**src/rtl/pcc_pkg.sv**
```systemverilog
// ----------------------------------------------------------------------------
// pcc_pkg
// Shared types and constants of the polygon crossing count block.
// ----------------------------------------------------------------------------
`default_nettype none

package pcc_pkg;

   localparam int DEF_MAX_VERTICES = 256;
   localparam int DEF_COORD_BITS   = 16;

   localparam int            CROSS_W   = 9;
   localparam logic [8:0]    CROSS_MAX = 9'd511;
   // count reported for a point below the bounding box
   localparam int            BELOW_BOX_COUNT = 2;
   // a polygon needs this many vertices before it can be closed
   localparam int            MIN_CLOSE_COUNT = 2;

   typedef enum logic [1:0] {
      ACT_CLEAR  = 2'd0,
      ACT_APPEND = 2'd1,
      ACT_CLOSE  = 2'd2,
      ACT_QUERY  = 2'd3
   } pcc_action_type;

   typedef enum logic [1:0] {
      ST_IDLE,
      ST_WALK,
      ST_DRAIN,
      ST_DONE
   } pcc_state_type;

   typedef struct packed {
      logic busy;
      logic hit;
   } pcc_edge_status_type;

endpackage

`default_nettype wire

```
**src/rtl/pcc_cell.sv**
```systemverilog
// ----------------------------------------------------------------------------
// pcc_cell
// One vertex slot of the rotating vertex ring.
// ----------------------------------------------------------------------------
`default_nettype none

module pcc_cell #(
   parameter int W = pcc_pkg::DEF_COORD_BITS
) (
   input  wire logic         clock,
   input  wire logic         wr_en,
   input  wire logic [W-1:0] wr_x,
   input  wire logic [W-1:0] wr_y,
   input  wire logic         shift_en,
   input  wire logic [W-1:0] nb_x,
   input  wire logic [W-1:0] nb_y,
   output logic      [W-1:0] x_out,
   output logic      [W-1:0] y_out
);

   logic [W-1:0] x_ff;
   logic [W-1:0] y_ff;

   always_ff @(posedge clock) begin
      if (wr_en) begin
         x_ff <= wr_x;
         y_ff <= wr_y;
      end else if (shift_en) begin
         x_ff <= nb_x;
         y_ff <= nb_y;
      end
   end

   assign x_out = x_ff;
   assign y_out = y_ff;

endmodule

`default_nettype wire

```
**config.mk**
```make
export PLATFORM = sky130hd
export DESIGN_NAME = pcc_cell
export DESIGN_NICKNAME = d
export VERILOG_FILES = /design/src/rtl/pcc_pkg.sv /design/src/rtl/pcc_cell.sv
export SDC_FILE = /design/constraint.sdc
export NUM_CORES = 1
export LEC_CHECK = 0
export BUFFER_PORTS_ARGS = -buffer_cell sky130_fd_sc_hd__buf_2
export CORE_MARGIN = 4
export CORE_UTILIZATION = 33
export DETAILED_ROUTE_END_ITERATION = 10
export PLACE_DENSITY = 0.64
export SLEW_MARGIN = 20
export SYNTH_ARGS = -nofsm -noshare
export SYNTH_HDL_FRONTEND = slang
export SYNTH_SLANG_ARGS = --single-unit
```
**constraint.sdc**
```tcl
create_clock -name clock -period 1.6 [get_ports clock]
set_input_delay 0.08 -clock clock [delete_from_list [all_inputs] [get_ports clock]]
set_output_delay 0.08 -clock clock [all_outputs]
set_load 0.01 [all_outputs]
```
Yosys cells after proc, flatten, opt, wreduce, memory -nomap -nowiden. Cells that the tools add are included.

Word-level logic and storage cells: 7. Output and inout bits: 32. Input port bits: 67. Register bits: 32.

Mux-type cells: 4. Reduce and logical (&&, ||, !) cells: 1.

Operators with widths (number): $mux W16 (4); $reduce_bool A2 Y1 (1).

Logic depth before layout (Yosys ltp).
Word-level depth: 2. Depth in mapped cells: 3. Depth with buffers taken out: 1.

Worst setup path before layout. No wires, ideal clock.

Kind: input-to-reg. Start point: in wr_en. End point: reg x_ff[0], in the netlist x_out[0] (enable). Arrival time: 1.102 ns. Stages on the path: 3. Data required time: 1.210 ns. Setup time: 0.390 ns. Slack: 0.107 ns. Path buffers: 2. Cell sequence: buf_6 -> buf_12 -> or2_1.

Longest elaborated chain between the ends: 1.

RTL lines: start, declared (RTL line pcc_cell.sv:11) `input wire logic wr_en,`; $reduce_bool A2 Y1 (no source line); end signal, assigned (RTL line pcc_cell.sv:26) `x_ff <= wr_x;`; end signal, assigned (RTL line pcc_cell.sv:29) `x_ff <= nb_x;`; end, declared (RTL line pcc_cell.sv:21) `logic [W-1:0] x_ff;`.

No other way between the ends. A chain may end at the register's enable or synchronous reset.

Worst setup path in the final report.
Start point: reg y_ff[4], in the netlist y_out[4]. End point: out y_out[4].

RTL lines: start, declared (RTL line pcc_cell.sv:22) `logic [W-1:0] y_ff;`; start signal, assigned (RTL line pcc_cell.sv:27) `y_ff <= wr_y;`; start signal, assigned (RTL line pcc_cell.sv:30) `y_ff <= nb_y;`; end, declared (RTL line pcc_cell.sv:18) `output logic [W-1:0] y_out`.

No word-level cell between the ends.

==> metrics.md <==
| Metric | Value |
|---|---|
| CP Capture Type | output port |
| CTS sink cnt | 32 |
| Largest net degree at the start of global routing | 33 |
| Htree depth | 2 |
| Post-Syn Nets | 136 |
| DP HPWL | approximately 2700 µm |
| Initial Util | 34.4% |
| Hold-fix buffers, CTS | 0 |
| Least-Margin Pin Slew | 0.410 ns |
| CP Launch Point | y_out[4] |
| Max Cap Viol | 0 |
| YS warnings | 0 |
| Routability cong. | 0.664 |
| Post-Route WL | 3430 µm |
| Critical path depth in cells | 1 |
| Cell Pwr Density | between 1000 and 1500 nW/µm² |
| CP delay by family, top | flip-flops |
| Cell area after placement | 2020 µm² |
| Static Leak | ~1.0 nW |
| CTS tree | yes |
| Synthesized area | 1510 µm² |
| Clock root buffer | clkbuf_8 |
| Outcome | finished clean |
| Final setup margin | 0.701 ns |
| Worst Path Buf+Inv | 1 |
| Slew Limit Fails | 0 |
| Vias post-DR | 997 |
| DR iter-0 viols | 64 |
| Fin util | 48.6% |
| Max VDD drop | between 0.4 and 0.5 mV |
| RSZ-0062 raised after global routing | no |
| Pre-CTS setup slack | around 0.48 ns |
| Post-CTS Setup Inserts | 0 |
| Initial antenna violation count | 0 |
| Most frequent cells in the layout | buf_2 (98), edfxtp_1 (32), mux2_4 (29) |
| Commonest non-fill, non-tap cell in the layout | buf_2 |
| ANT nets after route | 0 |
| Number of synthesized register bits | 32 |
| CP cell instances | buf_2 |
| Final min period | 0.899 ns |
| Fin area | 2130 µm² |
| Startpoint types | flip-flop |
| Fin crit share | roughly 56% |
| Clk buf depth | 2 |
| Core area | 4380 µm² |
| DIE HEIGHT | 75.6 µm |
| WP data required | between 1.5 and 2 ns |
| Antenna diode count | 0 |
| Die span in x | 75.6 µm |
| Worst hold path class | input pin to flip-flop |
| Hold Fails Final Rpt | 0 |
| First-pass GRT wire length | 4710 µm |
| Unique cell type count in the Yosys netlist | 6 |
| # DRC | 0 |
| Slew margin rel. | approximately 73% |
| Final nets | 241 |
| Die ar. | 5710 µm² |
| Clk slew on worst S/H paths | roughly 0.07 ns |
| Grt total ovfl | 0 |
| GR Util All Layers | between 10% and 20% |
| Critical path type | flip-flop to output port |
| Layout cells sized above 1 | 80.6% |
| Crit-path max FO | 1 |
| Post-CTS resize count | 0 |
| Slowest stage delay, CP | between 0.3 and 0.4 ns |
| Number of I/O port buffers | 98 |
| Post-synthesis sequential area ratio | 63.7% |
| CP arrival | 0.82 ns |
| Worst setup path end | y_out[4] |
| DR pass1 iterations | 4 |
| Syn Inst Count | just under 70 |
| Clock buffer count from CTS | 5 |
| FMAX | 1.11 GHz |
| Setup TNS | 0 ns |
| DR vias/cell | 4.39 |
| Setup violators final | 0 |
| Vias in the first global route | 1035 |
| WL/cell | 15.1 µm |
| Avg Inst Size Synth | 21.9 µm² |
| # IOs | 99 |
| Num rows | 24 |
| Synth-to-layout area growth | 41.2% |
| Slowest cell on the critical path | edfxtp_1 |
report_power, final:
group          switching [W]  internal [W]  total [W]
clock network       0.000291      0.000462   0.000753
registers          0.0000209       0.00103    0.00105
logic               0.000161      0.000212   0.000373
total               0.000473       0.00170    0.00218
layout make-up:
type | instances | area [µm²]
Clock buffer | 6 | 72.6
Clock inverter | 2 | 35.0
Fill cell | 390 | 2250
Multi-Input combinational cell | 33 | 475
Sequential cell | 32 | 961
Tap cell | 52 | 65.1
Timing Repair Buffer | 102 | 520
state kept, by name, indices dropped and copies added (netlist names):
signal  count
x_out      16
y_out      16
cell usage after synthesis:
| cell type | count | area [µm²] |
|---|---|---|
| buf_6 | 1 | 11.3 |
| mux2_2 | 3 | 33.8 |
| edfxtp_1 | 32 | 961 |
| buf_12 | 3 | 60.1 |
| mux2_4 | 29 | 435 |
| or2_1 | 1 | 6.26 |
through the flow:
stage | cells | total power, W | hold WS, ns
6_report | 227 | 0.00218 | 0.0968
5_1_grt | 227 | 0.00227 | 0.0770
4_1_cts | 227 | 0.00221 | 0.0830
3_5_place_dp | 219 | 0.00145 | 0.384
3_3_place_gp | 219 | 0.00144 | 0.380
2_1_floorplan | 69 | 0.00127 | 0.297
how the worst min path moves through the flow:
stage                to  startpoint  cells after the start
2_1_floorplan  x_out[0]     wr_x[0]                      1
3_3_place_gp   y_out[9]     wr_y[9]                      2
3_5_place_dp   x_out[2]     wr_x[2]                      2
4_1_cts        x_out[3]     nb_x[3]                      2
5_1_grt        x_out[3]     wr_x[3]                      2
6_report       x_out[3]     nb_x[3]                      2
kinds of logic (layout without fill, tap and decap cells):
kind of cell,Yosys count,in the layout,synth area share [%]
buf+inv,4,110,4.73
mux,32,32,31.1
flops,32,32,63.7
simple gates,1,1,0.415
metal layers:
layer | GRT usage [%] | wire length [µm] | vias to the layer above
met3 | 5.54 | 374 | 4
met2 | 18.5 | 1650 | 64
met5 | 0 | 0 | -
li1 | - | - | 476
met4 | 4.66 | 34 | 0
met1 | 13.2 | 1370 | 453
Power figures use the tool's default switching activity.
