<file path="src/rtl/pcc_pkg.sv">
// ----------------------------------------------------------------------------
// pcc_pkg
// Shared types and constants of the polygon crossing count block.
// ----------------------------------------------------------------------------
`default_nettype none

package pcc_pkg;

   localparam int DEF_MAX_VERTICES = 256;
   localparam int DEF_COORD_BITS   = 16;

   localparam int            CROSS_W   = 9;
   localparam logic [8:0]    CROSS_MAX = 9'd511;
   // count reported for a point below the bounding box
   localparam int            BELOW_BOX_COUNT = 2;
   // a polygon needs this many vertices before it can be closed
   localparam int            MIN_CLOSE_COUNT = 2;

   typedef enum logic [1:0] {
      ACT_CLEAR  = 2'd0,
      ACT_APPEND = 2'd1,
      ACT_CLOSE  = 2'd2,
      ACT_QUERY  = 2'd3
   } pcc_action_type;

   typedef enum logic [1:0] {
      ST_IDLE,
      ST_WALK,
      ST_DRAIN,
      ST_DONE
   } pcc_state_type;

   typedef struct packed {
      logic busy;
      logic hit;
   } pcc_edge_status_type;

endpackage

`default_nettype wire

</file>
<file path="src/rtl/pcc_edge_eval.sv">
// ----------------------------------------------------------------------------
// pcc_edge_eval
// Three-stage edge test: does the edge straddle the point's column and pass
// strictly above the point. Exact cross-multiplied compare, no division.
// ----------------------------------------------------------------------------
`default_nettype none

module pcc_edge_eval #(
   parameter int W = pcc_pkg::DEF_COORD_BITS
) (
   input  wire logic         clock,
   input  wire logic         reset,
   input  wire logic         edge_valid,
   input  wire logic [W-1:0] xa,
   input  wire logic [W-1:0] ya,
   input  wire logic [W-1:0] xb,
   input  wire logic [W-1:0] yb,
   input  wire logic [W-1:0] px,
   input  wire logic [W-1:0] py,
   output pcc_pkg::pcc_edge_status_type status
);

   localparam int PW = 2 * W;

   // stage 1: ordered end points
   logic         v1_ff;
   logic [W-1:0] lx_ff, ly_ff, rx_ff, ry_ff, px_ff, py_ff;
   // stage 2: differences
   logic         v2_ff;
   logic [W-1:0] dx_ff, ox_ff, m1_ff, m2_ff;
   logic         n1_ff, n2_ff;
   // stage 3: products
   logic          v3_ff;
   logic [PW-1:0] p1_ff, p2_ff;
   logic          s3n1_ff, s3n2_ff;

   logic         swap;
   logic         straddle;
   logic         neg1, neg2;
   logic         greater;

   assign swap     = xa > xb;
   assign straddle = (lx_ff <= px_ff) && (px_ff < rx_ff);

   always_ff @(posedge clock) begin
      if (reset) begin
         v1_ff <= 1'b0;
         v2_ff <= 1'b0;
         v3_ff <= 1'b0;
      end else begin
         v1_ff <= edge_valid;
         // drop edges that miss the point's column
         v2_ff <= v1_ff && straddle;
         v3_ff <= v2_ff;
      end
   end

   always_ff @(posedge clock) begin
      lx_ff <= swap ? xb : xa;
      ly_ff <= swap ? yb : ya;
      rx_ff <= swap ? xa : xb;
      ry_ff <= swap ? ya : yb;
      px_ff <= px;
      py_ff <= py;

      dx_ff <= rx_ff - lx_ff;
      ox_ff <= px_ff - lx_ff;
      n1_ff <= py_ff < ly_ff;
      m1_ff <= (py_ff < ly_ff) ? (ly_ff - py_ff) : (py_ff - ly_ff);
      n2_ff <= ry_ff < ly_ff;
      m2_ff <= (ry_ff < ly_ff) ? (ly_ff - ry_ff) : (ry_ff - ly_ff);

      p1_ff   <= PW'(m1_ff) * PW'(dx_ff);
      p2_ff   <= PW'(m2_ff) * PW'(ox_ff);
      s3n1_ff <= n1_ff;
      s3n2_ff <= n2_ff;
   end

   // signed compare of (py-ya)*dx against (px-xa)*(yb-ya); zero has no sign
   always_comb begin
      neg1 = s3n1_ff && (p1_ff != '0);
      neg2 = s3n2_ff && (p2_ff != '0);
      if (neg1 != neg2) begin
         greater = neg2;
      end else if (neg1) begin
         greater = p1_ff < p2_ff;
      end else begin
         greater = p1_ff > p2_ff;
      end
   end

   assign status.busy = v1_ff || v2_ff || v3_ff;
   assign status.hit  = v3_ff && greater;

endmodule

`default_nettype wire

</file>
<file path="config.mk">
export PLATFORM = sky130hd
export DESIGN_NAME = pcc_edge_eval
export DESIGN_NICKNAME = d
export VERILOG_FILES = /design/src/rtl/pcc_pkg.sv /design/src/rtl/pcc_edge_eval.sv
export SDC_FILE = /design/constraint.sdc
export NUM_CORES = 2
export LEC_CHECK = 0
export BUFFER_PORTS_ARGS = -buffer_cell sky130_fd_sc_hd__buf_2
export CORE_ASPECT_RATIO = 1.5
export CORE_UTILIZATION = 45
export DETAILED_ROUTE_END_ITERATION = 16
export GPL_TIMING_DRIVEN = 0
export PLACE_DENSITY = 0.67
export SYNTH_ARGS = -nofsm -noshare
export SYNTH_HDL_FRONTEND = slang
export SYNTH_SLANG_ARGS = --single-unit
</file>
<file path="constraint.sdc">
create_clock -name clock -period 14.41 [get_ports clock]
set_input_delay 4.323 -clock clock [delete_from_list [all_inputs] [get_ports clock]]
set_output_delay 4.323 -clock clock [all_outputs]
set_load 0.1 [all_outputs]
</file>
* Word-level counts from Yosys, hierarchy flattened
Index checks and enable logic that the tools add are counted.
** Storage, ports and cells
- Memory bits (writable) :: 0
- Memories kept :: 0
- Logic and storage cells :: 52
- Output and inout bits :: 2
- Latch bits :: 0
- Bits in registers :: 231
- Bits in read-only memories :: 0
** Cells by class
- Mux-type cells :: 8
- Multipliers :: 2
- Eq/ne operators :: 1
- Shifts and indexed selects :: 0
- Add/sub/neg operators :: 6
- Divide/modulo/power cells :: 0
- $lt $le $gt $ge :: 7
- Bitwise gates (word level) :: 0
- Reductions and logical operators :: 9
** Operator list (count)
- 16-bit two-way mux :: 6
- 16-bit subtractor :: 6
- 16-bit by 16-bit multiplier with 32-bit output :: 2
- 32-bit nonzero test :: 2
- 16-bit less-than comparator :: 3
- 32-bit > comparator :: 1
- 32-bit less-than comparator :: 1
- 16-bit > comparator :: 1
- 16-bit less-or-equal comparator :: 1
- 1-bit logical AND :: 5
- 1-bit logical OR :: 2
- 1-bit two-way mux :: 2
- 1-bit inequality test :: 1

* Longest topological paths before layout
- Depth in word-level cells :: 5
- Gate-level depth with buffers :: 23

* Worst setup path after synthesis
Ideal clock, no wire load.
- Kind :: reg-to-output
- Start point :: reg p2_ff[9]
- End point :: out status[0] (netlist bit)
- Path buffers :: 0
- Arrival :: 3.271 ns
- Slack :: 6.816 ns
- Required time :: 10.087 ns
- Stages on the path, launching flop included :: 11
- Cells stage by stage :: dfxtp_1 > inv_1 > ha_1 > a21o_1 > a21o_1 > a21oi_1 > o22a_1 > nand3_1 > a2111oi_0 > o21ai_0 > a21oi_1
** RTL lines
- start, declared :: RTL line pcc_edge_eval.sv:34 : logic [PW-1:0] p1_ff, p2_ff;
- start signal, assigned :: RTL line pcc_edge_eval.sv:74 : p2_ff <= PW'(m2_ff) * PW'(ox_ff);
- end, declared :: RTL line pcc_edge_eval.sv:20 : output pcc_pkg::pcc_edge_status_type status

==> impl_metrics.yaml <==
run_status:
  status: "complete, no violations"
die:
  ios: 101
  rows: 113
  fp.dieH_um: 312.2
  die_x_um: 208.8
  die_area_um2: 65200
  core_area_um2: 63340
  start_util_pct: 45.58
routing:
  drc: 0
  vias: 22009
  via_per_inst: 5.329
  drtIter0Drc: 957
  dr.pass1.iters: 5
  routed_wl_um: 79220
  antenna_left: 0
  post_drt_wl_per_cell_um: 19.18
grt:
  grt_util_all_layers_pct: 25.09
  grt_pass1_wl_um: 126500
  overflow: 0
  grt_max_degree: 16
  antenna_found_initial: 10
  first_global_vias: 23961
sta:
  slew_violations: 0
  hold_viol: 0
  max_slew_margin_pct: 49.18
  fin_crit_sh_pct: 53.40
  layout_min_cycle_time_ns: 7.696
  timing.hold.ws_ns: 0.3380
  fmax_mhz: 129.9
  skew_ns: 0.02353
  setup_viol: 0
  tns_ns: 0
  tightest_slew_ns: 0.7622
  rsz0062_at_grt: "no"
cells_and_area:
  area_growth_syn_to_layout_pct: 8.489
  finalInstanceArea_um2: 31320
  fin_nets: 4160
  post-route-util_pct: 49.45
  drive_above_1_share_pct: 8.183
  top_regs: "p1_ff (32), p2_ff (32)"
cts:
  cts.sinks: 231
  clkLatencyLatePin_ns: 0.58
  clk_pin_slew_worst_paths_ns: 0.06
  cts_tree: "yes"
  cts_hold_buf: 0
  cts.repair.resized: 0
  cts_buffer_depth: 3
  post-cts-setup-buffers: 0
  cts-root-buf: "clkbuf_16"
  cts_max_level: 1
  cts_buffers: 28
synth:
  ys.warnings.count: 0
  yosysTopAreaCell: "fa_1"
  synth_commonest_cells: "inv_1 (620), fa_1 (394), ha_1 (364)"
  ys_seq_area_share_pct: 16.02
  synth_edf_count: 0
  async_flop_share_pct: 0
  yosysTopAreaCellShare_pct: 27.32
  ys_ff_latch: 231
  ys_types: 84
  synthTopCellsByArea: "fa_1 (27%), dfxtp_1 (16%), ha_1 (16%)"
  syn_area_um2: 28870
  synth_ff_type: "dfxtp_1"
  syn-instance-count: 3173
  synth.most_common_cell: "inv_1"
  postSynthAreaPerCell_um2: 9.099
  syn-num-nets: 4030
placed_design:
  port_buffers: 100
  dpl.hpwl_um: 67040
  post_dp_cell_area_um2: 30380
  place_congestion: 0.9674
worst_setup_path:
  slowest_delay_ns: 0.54
  path_max_fanout: 2
  worst_setup_path_start_kind: "flop"
  critical_path.cell_chain: "inv_1 > ha_1 > a21o_1 > a21o_1 > a21oi_1 > o22a_1 > nand3_1 > a2111oi_0 > o21ai_0 > a21oi_1 > buf_2"
  cp_data_arrival_time_ns: 3.37
  crit_slowest_cell: "a2111oi_0"
  crit_required_ns: 10.09
  cp-end-kind: "output pin"
  worstSetupPathType: "reg -> out"
run:
  maxCapViolCount: 0
worst_hold_path:
  hold_path.class: "reg -> reg"
## final timing paths
check,depth (start not counted),slack [ns],endpoint,startpoint
worst min-delay path,0,0.34,s3n1_ff$_DFF_P_,n1_ff$_DFF_P_
worst min register to register,0,0.34,s3n1_ff$_DFF_P_,n1_ff$_DFF_P_
worst max register to register,21,7.39,p2_ff[31]$_DFF_P_,m2_ff[9]$_DFF_P_
worst max-delay path,11,6.71,status[0],p2_ff[9]$_DFF_P_
## logic make-up after synthesis
| logic type | count (synthesis) | share of synthesized area (%) |
|---|---|---|
| adder cells (fa/ha/maj) | 758 | 43.09 |
| AND/OR/NAND/NOR | 823 | 14.33 |
| XOR/XNOR | 111 | 3.367 |
| flip-flops | 231 | 16.02 |
| buffers and inverters | 721 | 9.607 |
| multiplexers | 79 | 3.029 |
| AO/OA/AOI/OAI | 450 | 10.56 |
## layout make-up
cell class                      count  area [um^2]
Fill cell                        5977        32020
Tap cell                          805         1007
Sequential cell                   231         4624
Clock inverter                     16        183.9
Inverter                          620         2327
Timing Repair Buffer              100        500.5
Multi-Input combinational cell   2221        21470
Antenna cell                        1        2.502
Clock buffer                       35        757.0
Buffer                            101        446.7
## worst max-delay path, delay by kind of cell, from the launching register on
| kind | cells | cell delay, ns |
|---|---|---|
| flip-flops | 1 | 0.35 |
| buffers and inverters | 2 | 0.53 |
| AO/OA/AOI/OAI | 7 | 1.55 |
| AND/OR/NAND/NOR | 1 | 0.09 |
| adder cells (fa/ha/maj) | 1 | 0.28 |
## layout by cell type (no fill, tap or decap), types with 35 or more instances in the layout
cell | Yosys | layout
o21ai_0 | 76 | 76
ha_1 | 364 | 364
fa_1 | 394 | 394
nand2_1 | 326 | 326
mux2_2 | 67 | 67
inv_1 | 620 | 620
a21oi_1 | 121 | 121
a21o_1 | 87 | 87
clkbuf_1 | 77 | 81
nand4_1 | 35 | 35
dfxtp_1 | 231 | 231
buf_2 | 17 | 117
and2_1 | 244 | 244
xnor2_1 | 77 | 77
nor2_1 | 64 | 64
## metrics by stage
step / cells / worst slack [ns]
after global placement: 4078 / 7.284
after floorplan: 3173 / 6.816
after global routing: 4129 / 6.450
after detailed placement: 4078 / 7.294
after CTS: 4129 / 6.678
final: 4130 / 6.714
## routing by layer
metal	part of all wire, %	GRT usage (%)	vias up
met3	4.3	2.663	278
met1	35	25.58	10738
met4	7.8	16.28	4
met2	52	48.01	656
li1	-	-	10333
met5	0.040	0	-
Power is not shown: default switching activity piles up to over one toggle a cycle in this logic, so the estimate is an artifact.
